## src/rtl/ttwr_pkg.sv

```systemverilog
// shared constants, types and codes for the tile window refill block
`default_nettype none
package ttwr_pkg;

  localparam int WINDOW_TILES = 4;
  localparam int WT_BITS      = $clog2(WINDOW_TILES);
  localparam int SLOT_COUNT   = WINDOW_TILES * WINDOW_TILES;
  localparam int SLOT_BITS    = 2 * WT_BITS;
  localparam int MAX_LOADS    = 16;
  localparam int LOAD_LIMIT   = (SLOT_COUNT < MAX_LOADS) ? SLOT_COUNT : MAX_LOADS;
  localparam int COORD_W      = 16;
  localparam int SLOT_IDX_W   = 4;
  localparam int BUDGET_W     = 5;
  localparam int SCAN_OFFSET  = WINDOW_TILES / 2 - 1;
  localparam int OUT_DATA_W   = 40;

  // configuration register indexes
  localparam logic CFG_WINDOW_ENABLED = 1'b0;
  localparam logic CFG_REFILL_BUDGET  = 1'b1;

  typedef enum logic [2:0] {
    ST_IDLE  = 3'b001,
    ST_SCAN  = 3'b010,
    ST_FLUSH = 3'b100
  } state_e;

  typedef struct packed {
    logic start;    // latch camera tile, set up budget and counters
    logic scan_en;  // evaluate current window position
    logic flush;    // move pending load to output as final load
  } cmd_t;

  typedef struct packed {
    logic enabled;
    logic miss;
    logic pend_valid;
    logic out_free;
    logic budget_hit;
    logic at_end;
  } status_t;

endpackage
`default_nettype wire

```

## src/rtl/ttwr_ctrl.sv

```systemverilog
// controller state machine for the tile window refill block
`default_nettype none
module ttwr_ctrl (
  input  wire              clk_i,
  input  wire              rst_ni,
  input  wire              in_valid_i,
  output logic             in_ready_o,
  input  ttwr_pkg::status_t status_i,
  output ttwr_pkg::cmd_t    cmd_o
);
  import ttwr_pkg::*;

  state_e state_q, state_d;

  always_comb begin
    state_d       = state_q;
    cmd_o         = '0;
    in_ready_o    = 1'b0;
    case (state_q)
      ST_IDLE: begin
        in_ready_o = 1'b1;
        if (in_valid_i) begin
          cmd_o.start = 1'b1;
          if (status_i.enabled) state_d = ST_SCAN;
        end
      end
      ST_SCAN: begin
        if (status_i.budget_hit) begin
          state_d = ST_FLUSH;
        end else if (!(status_i.miss && status_i.pend_valid && !status_i.out_free)) begin
          cmd_o.scan_en = 1'b1;
          if (status_i.at_end) state_d = ST_FLUSH;
        end
      end
      ST_FLUSH: begin
        if (!status_i.pend_valid) begin
          state_d = ST_IDLE;
        end else if (status_i.out_free) begin
          cmd_o.flush = 1'b1;
          state_d     = ST_IDLE;
        end
      end
      default: state_d = ST_IDLE;
    endcase
  end

  always_ff @(posedge clk_i or negedge rst_ni) begin
    if (!rst_ni) state_q <= ST_IDLE;
    else state_q <= state_d;
  end

endmodule
`default_nettype wire

```

## src/rtl/ttwr_dp.sv

```systemverilog
// datapath: config registers, tag store, scan counters, pending and output registers
`default_nettype none
module ttwr_dp (
  input  wire                                   clk_i,
  input  wire                                   rst_ni,
  input  wire                                   cfg_valid_i,
  input  wire                                   cfg_index_i,
  input  wire  [ttwr_pkg::BUDGET_W-1:0]         cfg_data_i,
  input  wire  [ttwr_pkg::COORD_W-1:0]          cam_col_i,
  input  wire  [ttwr_pkg::COORD_W-1:0]          cam_row_i,
  input  ttwr_pkg::cmd_t                        cmd_i,
  output ttwr_pkg::status_t                     status_o,
  input  wire                                   out_ready_i,
  output logic                                  out_valid_o,
  output logic [ttwr_pkg::COORD_W-1:0]          out_col_o,
  output logic [ttwr_pkg::COORD_W-1:0]          out_row_o,
  output logic [ttwr_pkg::SLOT_IDX_W-1:0]       out_slot_o,
  output logic                                  out_last_o
);
  import ttwr_pkg::*;

  logic                  enabled_q;
  logic [BUDGET_W-1:0]   refill_q;
  logic                  first_q;

  logic [COORD_W-1:0]    cam_col_q, cam_row_q;
  logic [SLOT_BITS-1:0]  pos_q;
  logic [BUDGET_W-1:0]   done_q, budget_q;

  logic                  tag_valid_q [SLOT_COUNT];
  logic [COORD_W-1:0]    tag_col_q   [SLOT_COUNT];
  logic [COORD_W-1:0]    tag_row_q   [SLOT_COUNT];

  logic                  pend_valid_q;
  logic [COORD_W-1:0]    pend_col_q, pend_row_q;
  logic [SLOT_IDX_W-1:0] pend_slot_q;

  logic                  out_valid_q;

  logic [WT_BITS-1:0]    pos_i, pos_j;
  logic [COORD_W-1:0]    cur_col, cur_row;
  logic [SLOT_BITS-1:0]  cur_slot;
  logic                  miss, out_free, push_pend;
  logic [BUDGET_W-1:0]   refill_clamp;

  assign pos_i    = pos_q[SLOT_BITS-1:WT_BITS];
  assign pos_j    = pos_q[WT_BITS-1:0];
  assign cur_row  = cam_row_q + COORD_W'(pos_i) - COORD_W'(SCAN_OFFSET);
  assign cur_col  = cam_col_q + COORD_W'(pos_j) - COORD_W'(SCAN_OFFSET);
  // non-negative modulo of a power-of-two window is the low bits
  assign cur_slot = {cur_row[WT_BITS-1:0], cur_col[WT_BITS-1:0]};
  assign miss     = !(tag_valid_q[cur_slot] && tag_col_q[cur_slot] == cur_col
                      && tag_row_q[cur_slot] == cur_row);
  assign out_free = !out_valid_q || out_ready_i;
  assign push_pend = (cmd_i.scan_en && miss && pend_valid_q) || cmd_i.flush;
  assign refill_clamp = (refill_q > BUDGET_W'(LOAD_LIMIT)) ? BUDGET_W'(LOAD_LIMIT) : refill_q;

  assign status_o.enabled    = enabled_q;
  assign status_o.miss       = miss;
  assign status_o.pend_valid = pend_valid_q;
  assign status_o.out_free   = out_free;
  assign status_o.budget_hit = (done_q == budget_q);
  assign status_o.at_end     = (pos_q == SLOT_BITS'(SLOT_COUNT - 1));

  // control state
  always_ff @(posedge clk_i or negedge rst_ni) begin
    if (!rst_ni) begin
      enabled_q    <= 1'b0;
      refill_q     <= BUDGET_W'(2);
      first_q      <= 1'b1;
      pos_q        <= '0;
      done_q       <= '0;
      budget_q     <= '0;
      pend_valid_q <= 1'b0;
      out_valid_q  <= 1'b0;
      for (int k = 0; k < SLOT_COUNT; k++) tag_valid_q[k] <= 1'b0;
    end else begin
      if (cfg_valid_i) begin
        case (cfg_index_i)
          CFG_WINDOW_ENABLED: enabled_q <= cfg_data_i[0];
          CFG_REFILL_BUDGET:  refill_q  <= cfg_data_i;
          default: ;
        endcase
      end
      if (cmd_i.start && enabled_q) begin
        pos_q        <= '0;
        done_q       <= '0;
        budget_q     <= first_q ? BUDGET_W'(LOAD_LIMIT) : refill_clamp;
        first_q      <= 1'b0;
        pend_valid_q <= 1'b0;
      end
      if (cmd_i.scan_en) begin
        pos_q <= pos_q + SLOT_BITS'(1);
        if (miss) begin
          tag_valid_q[cur_slot] <= 1'b1;
          pend_valid_q          <= 1'b1;
          done_q                <= done_q + BUDGET_W'(1);
        end
      end
      if (cmd_i.flush) pend_valid_q <= 1'b0;
      if (push_pend) out_valid_q <= 1'b1;
      else if (out_ready_i) out_valid_q <= 1'b0;
    end
  end

  // payload
  always_ff @(posedge clk_i) begin
    if (cmd_i.start) begin
      cam_col_q <= cam_col_i;
      cam_row_q <= cam_row_i;
    end
    if (cmd_i.scan_en && miss) begin
      tag_col_q[cur_slot] <= cur_col;
      tag_row_q[cur_slot] <= cur_row;
      pend_col_q          <= cur_col;
      pend_row_q          <= cur_row;
      pend_slot_q         <= SLOT_IDX_W'(cur_slot);
    end
    if (push_pend) begin
      out_col_o  <= pend_col_q;
      out_row_o  <= pend_row_q;
      out_slot_o <= pend_slot_q;
      out_last_o <= cmd_i.flush;
    end
  end

  assign out_valid_o = out_valid_q;

endmodule
`default_nettype wire

```

## src/rtl/toroidal_tile_window_refill.sv

```systemverilog
// top level of the toroidal tile window refill block
// usage:
//   s_axis carries one item per frame: the camera tile column and row
//   m_axis carries one load request per stale window slot, within the budget, in scan order,
//   row by row around the camera; tlast marks the final load of the frame
//   cfg writes window_enabled (index 0) and refill_budget (index 1); the user must
//   write only while the block is idle (not enforced); cfg_ready_o is always high
// timing:
//   an item is accepted only in idle; the scan then visits one window slot
//   per cycle unless paused, all 16 slots in scan order, and a flush state
//   follows that hands any pending load to the output as the final load;
//   a spent budget ends the scan early and moves on to the flush state
//   a disabled item is taken in idle and gives no loads
// stalls:
//   one load waits in a pending register until the next miss or the end of
//   the scan decides its tlast; the scan pauses when a new miss finds both
//   the pending and the output register full
// reset:
//   all tags invalid, first frame pending (full window budget), block
//   disabled, refill_budget 2
`default_nettype none
module toroidal_tile_window_refill (
  input  wire         clk_i,
  input  wire         rst_ni,
  // config write channel
  input  wire         cfg_valid_i,
  output logic        cfg_ready_o,
  input  wire         cfg_index_i,
  input  wire  [4:0]  cfg_data_i,
  // input items
  input  wire         s_axis_tvalid_i,
  output logic        s_axis_tready_o,
  input  wire  [31:0] s_axis_tdata_i,   // camera_tile_col[15:0], camera_tile_row[31:16]
  // load requests
  output logic        m_axis_tvalid_o,
  input  wire         m_axis_tready_i,
  output logic [39:0] m_axis_tdata_o,   // load_col[15:0], load_row[31:16],
                                        // slot_index[35:32], zero[39:36]
  output logic        m_axis_tlast_o    // last_load
);
  import ttwr_pkg::*;

  cmd_t                  cmd;
  status_t               status;
  logic [COORD_W-1:0]    out_col, out_row;
  logic [SLOT_IDX_W-1:0] out_slot;

  assign cfg_ready_o = 1'b1;

  ttwr_ctrl u_ctrl (
    .clk_i      (clk_i),
    .rst_ni     (rst_ni),
    .in_valid_i (s_axis_tvalid_i),
    .in_ready_o (s_axis_tready_o),
    .status_i   (status),
    .cmd_o      (cmd)
  );

  ttwr_dp u_dp (
    .clk_i       (clk_i),
    .rst_ni      (rst_ni),
    .cfg_valid_i (cfg_valid_i),
    .cfg_index_i (cfg_index_i),
    .cfg_data_i  (cfg_data_i),
    .cam_col_i   (s_axis_tdata_i[15:0]),
    .cam_row_i   (s_axis_tdata_i[31:16]),
    .cmd_i       (cmd),
    .status_o    (status),
    .out_ready_i (m_axis_tready_i),
    .out_valid_o (m_axis_tvalid_o),
    .out_col_o   (out_col),
    .out_row_o   (out_row),
    .out_slot_o  (out_slot),
    .out_last_o  (m_axis_tlast_o)
  );

  // pack fields lowest first, pad to whole bytes
  assign m_axis_tdata_o = {
    (OUT_DATA_W - 2 * COORD_W - SLOT_IDX_W)'(0), out_slot, out_row, out_col
  };

endmodule
`default_nettype wire
```

## config.mk

```make
export PLATFORM = sky130hd
export DESIGN_NAME = toroidal_tile_window_refill
export DESIGN_NICKNAME = d
export VERILOG_FILES = /design/src/rtl/ttwr_pkg.sv /design/src/rtl/ttwr_ctrl.sv /design/src/rtl/ttwr_dp.sv /design/src/rtl/toroidal_tile_window_refill.sv
export SDC_FILE = /design/constraint.sdc
export NUM_CORES = 1
export LEC_CHECK = 0
export BUFFER_PORTS_ARGS = -buffer_cell sky130_fd_sc_hd__buf_4
export CAP_MARGIN = 20
export CORE_MARGIN = 2
export CORE_UTILIZATION = 45
export CTS_CLUSTER_SIZE = 12
export DETAILED_ROUTE_END_ITERATION = 16
export GPL_ROUTABILITY_DRIVEN = 0
export PLACE_DENSITY = 0.71
export SLEW_MARGIN = 5
export SYNTH_ARGS = -nofsm -noshare
export SYNTH_HDL_FRONTEND = slang
export SYNTH_HIERARCHICAL = 1
export SYNTH_SLANG_ARGS = --single-unit
```

## constraint.sdc

```tcl
create_clock -name clk_i -period 8.5 [get_ports clk_i]
set_input_delay 1.7 -clock clk_i [delete_from_list [all_inputs] [get_ports clk_i]]
set_output_delay 1.7 -clock clk_i [all_outputs]
set_load 0.02 [all_outputs]
```

* Word-level counts from Yosys, hierarchy flattened
Memory sizes are Yosys's and may differ from the RTL's. Index checks and enable logic that the tools add are counted.
Storage, ports and cells: register bits 147, memories 2, output and inout port bits 44, input bits 43, logic and storage cells 117, memory bits (writable) 512
Memories:
- u_dp.tag_col_q | depth 16, bits a word 16, rd ports 1, clocked after Yosys merged registers in 0, write ports 1, line ttwr_dp.sv:31 | logic [COORD_W-1:0] tag_col_q [SLOT_COUNT];
- u_dp.tag_row_q | depth 16, bits a word 16, rd ports 1, clocked after Yosys merged registers in 0, write ports 1, line ttwr_dp.sv:32 | logic [COORD_W-1:0] tag_row_q [SLOT_COUNT];
Operators by class: $lt $le $gt $ge 3, muxes and demuxes 37, eq/ne operators 12, reductions and logical operators 19, bitwise operators 4, $add $sub $neg 6
Operators by type and width (count):
- 16-bit by 2-bit adder with 16-bit output | 2
- 16-bit == test | 2
- 16-bit by 1-bit subtractor with 16-bit output, second input constant | 2
- 5-bit two-way mux | 5
- 3-bit two-way mux | 7
- 1-bit two-way mux | 20
- 16-bit bitwise OR | 1
- 3-bit != test, second input constant | 3
- 3-bit case mux with 3 select lines | 1
- 1-bit logical AND | 8
- 4-bit two-way mux | 2
- 2-bit AND reduction | 3
- 5-bit by 1-bit adder with 5-bit output, second input constant | 1
- 5-bit == test | 1
- 5-bit greater-or-equal comparator, second input constant | 1
- 5-bit greater-than comparator, second input constant | 1
- 5-bit by 1-bit < comparator with 1-bit output, second input constant | 1
- 4-bit inverter with 5-bit output | 1
- 5-bit AND reduction | 1
- 4-bit by 1-bit adder with 4-bit output, second input constant | 1
- 1-bit binary-select mux with 4-bit select | 1
- 1-bit demux with 4-bit select | 1
- 4-bit == test, second input constant | 1
- 2-bit nonzero test | 2
- 8 further kinds | 12

* Logic depth before layout (Yosys ltp)
word-level depth 18, depth in mapped cells 26, mapped depth without buffers 19

* Hierarchy
The synthesis kept the hierarchy.
By module, submodules not included:
- ttwr_dp | area an instance 25967.4 µm², sequential area each 19266.0 µm², instances 1, cells an instance 1305
- ttwr_ctrl | area an instance 209.0 µm², sequential area each 76.3 µm², instances 1, cells an instance 19
- toroidal_tile_window_refill | area an instance 45.0 µm², sequential area each 0.0 µm², instances 1, cells an instance 7

* Worst setup path before layout
No wires, ideal clock.
path kind flip-flop to flip-flop, from register u_dp.pos_q[1], to memory u_dp.tag_col_q[7][0], enable pin, data arrival time 7.275 ns, stages on the path, launching flop included 21, setup slack 0.764 ns, data required time 8.039 ns, library setup time 0.461 ns, path through dfrtp_1 > inv_1 > ha_1 > inv_1 > ha_1 > a21o_1 > and4_1 > o21a_1 > o311ai_0 > xor2_1 > nor4_1 > nand4_1 > or3_1 > buf_4 > nand3b_4 > nor4b_1 > clkbuf_1 > o31a_1 > buf_6 > nand2_1 > nor3_1
RTL lines:
- from (decl) | line ttwr_dp.sv:27 | logic [SLOT_BITS-1:0] pos_q;
- from (signal assigned) | line ttwr_dp.sv:93 | pos_q <= pos_q + SLOT_BITS'(1);
- to (decl) | line ttwr_dp.sv:31

==> key figures <==
Synthesis
  – Commonest cells in the netlist: edfxtp_1 (609), mux4_2 (140), inv_1 (54), nand2_1 (40), dfrtp_1 (39)
  – Main synth FF type: edfxtp_1
  – Yosys reg bits: 651
  – Post-synthesis mux area share: between 10% and 20%
  – Post-synth EDFFs: a little over 600
  – Largest family of logic cells by synthesized area: multiplexers
  – Synth unique cells: 69
  – Synth top area share: a little over two thirds
  – Synth Area in Adders: under 10%
  – Synth area leaders: edfxtp_1 (70%), mux4_2 (12%), dfrtp_1 (3.7%)
  – Seq/Total Area, Yosys: 73.8%
  – Ys async rst share: ~6.5%
  – Post-synthesis xor/xnor area fraction: 2.05%
  – Synth Area in Simple Gates: approximately 3.7%
  – Synth Instances: ~1300
  – Synth area leader: edfxtp_1
  – Avg Cell Area, Syn: ~20 um^2
  – Synthesized area: ~0.026 mm^2
  – Synth Warn #: 6
  – Most numerous cell in the Yosys netlist: edfxtp_1
  – Area fraction in compound gates after synthesis: roughly 3.8%

Clocking
  – Root buf cell: clkbuf_16
  – Clock sinks: 651
  – Clk buf depth: 3
  – CTS tree: built
  – Resize count post-CTS: 0
  – H-tree Lvls: 3
  – Clk_lat worst skew: ~0.60 ns
  – Setup bufs post-CTS: 0
  – Hold-fix buffers, CTS: 0
  – Clk slew on worst S/H paths: 0.06 ns
  – TritonCTS buffer count: 68

Timing
  – Tcrit/Tclk final: 86.7%
  – Final Hold Fails: 0
  – Fin. max-slew vios: 0
  – Fmax achieved: between 0.1 and 0.15 GHz
  – Total Neg Setup Slack: 0 ns
  – Max_slew headroom: 25.7%
  – RSZ-0062 raised after global routing: no
  – Final Critical Period: about 7.4 ns
  – Setup Viol. Count Final: 0
  – Slew @ Worst Pin: 1.11 ns
  – Final worst slack: between 1 and 1.5 ns
  – Skew final: about 0.023 ns

Setup path
  – RR Endpoint: u_dp/tag_col_q[1][12]
  – Reg-to-reg critical path startpoint: u_dp/pos_q[1]
  – Kind of critical path: reg2reg
  – Crit start category: register
  – Critical path origin: u_dp/pos_q[1]
  – Arrival time worst endpoint: ~7.6 ns
  – R2R depth: 19
  – Worst Path Required: approximately 8.7 ns
  – Slack of the worst reg-to-reg path: about 1.1 ns
  – Worst Path Max Fanout: 45
  – Setup crit end kind: register

Power and ir drop
  – Total chip power: about 10 mW
  – Power Density: between 300 and 400 mW/mm^2
  – Leakage: a little over 10 nW
  – Max VDD drop: between 0.00015 and 0.0002 V

Layout
  – Final #Nets: between 1500 and 2000
  – Core Util, Final: 52.0%
  – Share of cells above drive strength 1: 27.2%
  – Area Overhead vs Synth: 14.4%
  – Final Instance Area: 0.0300 mm^2
  – # fillers: 4477

Die
  – Starting density of the core: a little under half
  – Die width: 245 um
  – Die H: 245 um
  – FP Rows: ~90
  – IO Pins: a little under 90
  – Die footprint: 0.0602 mm^2
  – Core region area: about 0.058 mm^2

Route
  – Routed WL: between 50000 and 60000 um
  – Vias per Instance: ~6
  – Via count: approximately 13000
  – First-pass DRT Iterations: 5
  – Remaining DRCs: 0
  – Avg WL per Cell: 25.7 um
  – Starting DRT DRC Count: around 1400
  – Remaining antenna violation count: 0

Outcome
  – Status: finished clean

Global route
  – Pin count of the biggest net entering global routing: 52
  – GR Util All Layers: between 15 and 20%
  – First-pass GRT wire length: 87000 um
  – Vias in the first global route: 13300
  – Initial antenna violation count: 0
  – Grt total ovfl: 0

Place
  – Port bufs: about 80
  – Post-Place Cell Area: roughly 0.028 mm^2
  – Pre-CTS setup slack: between 1 and 1.5 ns
  – DP HPWL: ~36000 um

Worst hold path
  – Worst Hold Launch: u_dp/pend_col_q[1]
  – Tightest Hold Check Type: reg2reg
  – Hold Path End: u_dp/out_col_o[1]
  – Hold Crit Depth: 0

Run
  – Max-cap viol count: 0
==> layer usage <==
metal / track usage, % / part of all wire [%] / vias to the layer above
met1: 28.9 / 43 / 7072
met2: 31.1 / 48 / 582
met3: 3.53 / 7.7 / 79
met4: 5.28 / 1.8 / 0
li1: - / - / 5647
met5: 0 / 0 / -
==> critical path, cell delays in order, from the launching register on <==
cell,delay (ns)
dfrtp_1,0.40
inv_1,0.06
ha_1,0.27
inv_1,0.06
ha_4,0.88
buf_4,0.52
mux4_2,0.57
a22o_1,0.27
a221oi_1,0.26
xor2_1,0.19
nand4b_1,0.11
nor4_1,0.30
nand4_1,0.31
or3_1,0.50
nand3b_4,0.10
nor4b_1,0.23
buf_4,0.20
o31a_2,0.43
buf_4,0.26
and3_2,0.96
==> cells by family (layout without fill, tap and decap cells) <==
| logic type | after synthesis | count (layout) |
|---|---|---|
| buf+inv | 118 | 305 |
| flops | 651 | 651 |
| xor+xnor | 55 | 55 |
| fa+ha+maj | 36 | 36 |
| other cells | 2 | 6 |
| compound gates | 143 | 143 |
| simple gates | 171 | 171 |
| mux | 155 | 155 |
==> stage by stage <==
step	hold slack (ns)	cells
2_1_floorplan	0.400	1334
3_3_place_gp	0.402	2177
3_5_place_dp	0.405	2177
4_1_cts	0.413	2285
5_1_grt	0.423	2286
6_report	0.407	2287
==> area by class of cell <==
type / instances / area [um^2] / area share [%]
diodes: 1 / 2.50 / 0.00834
clock buffers: 88 / 1870 / 6.23
clock inverters: 20 / 136 / 0.455
inverters: 55 / 206 / 0.688
multi-input cells: 565 / 6410 / 21.4
flip-flops and latches: 651 / 19300 / 64.5
well taps: 765 / 957 / 3.19
repair buffers: 142 / 1070 / 3.55
==> how the worst max path moves through the flow <==
stage | endpoint | slack (ns) | depth (start not counted)
final | u_dp/tag_col_q[1][12] | 1.13 | 19
after floorplan | u_dp/tag_col_q[7][0] | 0.76 | 20
after detailed placement | u_dp/tag_col_q[1][11] | 1.10 | 19
after global placement | u_dp/tag_row_q[1][2] | 1.26 | 19
after CTS | u_dp/tag_row_q[1][4] | 1.07 | 19
after global routing | u_dp/tag_col_q[1][12] | 0.53 | 19
==> cell usage in the layout, fill, tap and decap left out, types with 6 or more instances in the layout <==
cell type / instances
a21o_1: 7
a21oi_1: 28
a221oi_1: 10
a22o_1: 10
a22oi_1: 17
and2_1: 7
and3_1: 8
and3_2: 7
buf_4: 142
clkbuf_1: 13
clkbuf_16: 70
clkinv_1: 11
dfrtp_1: 39
edfxtp_1: 609
ha_1: 32
inv_1: 53
inv_6: 6
mux2_2: 8
mux2i_1: 7
mux4_2: 140
nand2_1: 40
nand2b_1: 6
nand3_1: 11
nor2_1: 22
nor2b_1: 15
nor4_1: 6
o21ai_0: 19
o21ai_1: 6
o21bai_1: 6
or2_1: 14
xnor2_1: 26
xor2_1: 20
==> power by group <==
part	internal [mW]	switching [mW]	leakage [nW]
registers	4.05	0.0656	6.04
clock network	1.57	1.17	0.985
logic	1.24	1.69	3.22
total	6.86	2.92	10.2
==> flip-flops by register name, summed over array words and instances, names as in the netlist, 16 cells and up <==
name and flops:
u_dp/pend_col_q 16, u_dp/tag_valid_q 16, u_dp/tag_col_q 256, u_dp/out_col_o 16
u_dp/tag_row_q 256, u_dp/cam_col_q 16, u_dp/cam_row_q 16, u_dp/pend_row_q 16
u_dp/out_row_o 16
(Power assumes the default switching activity.)
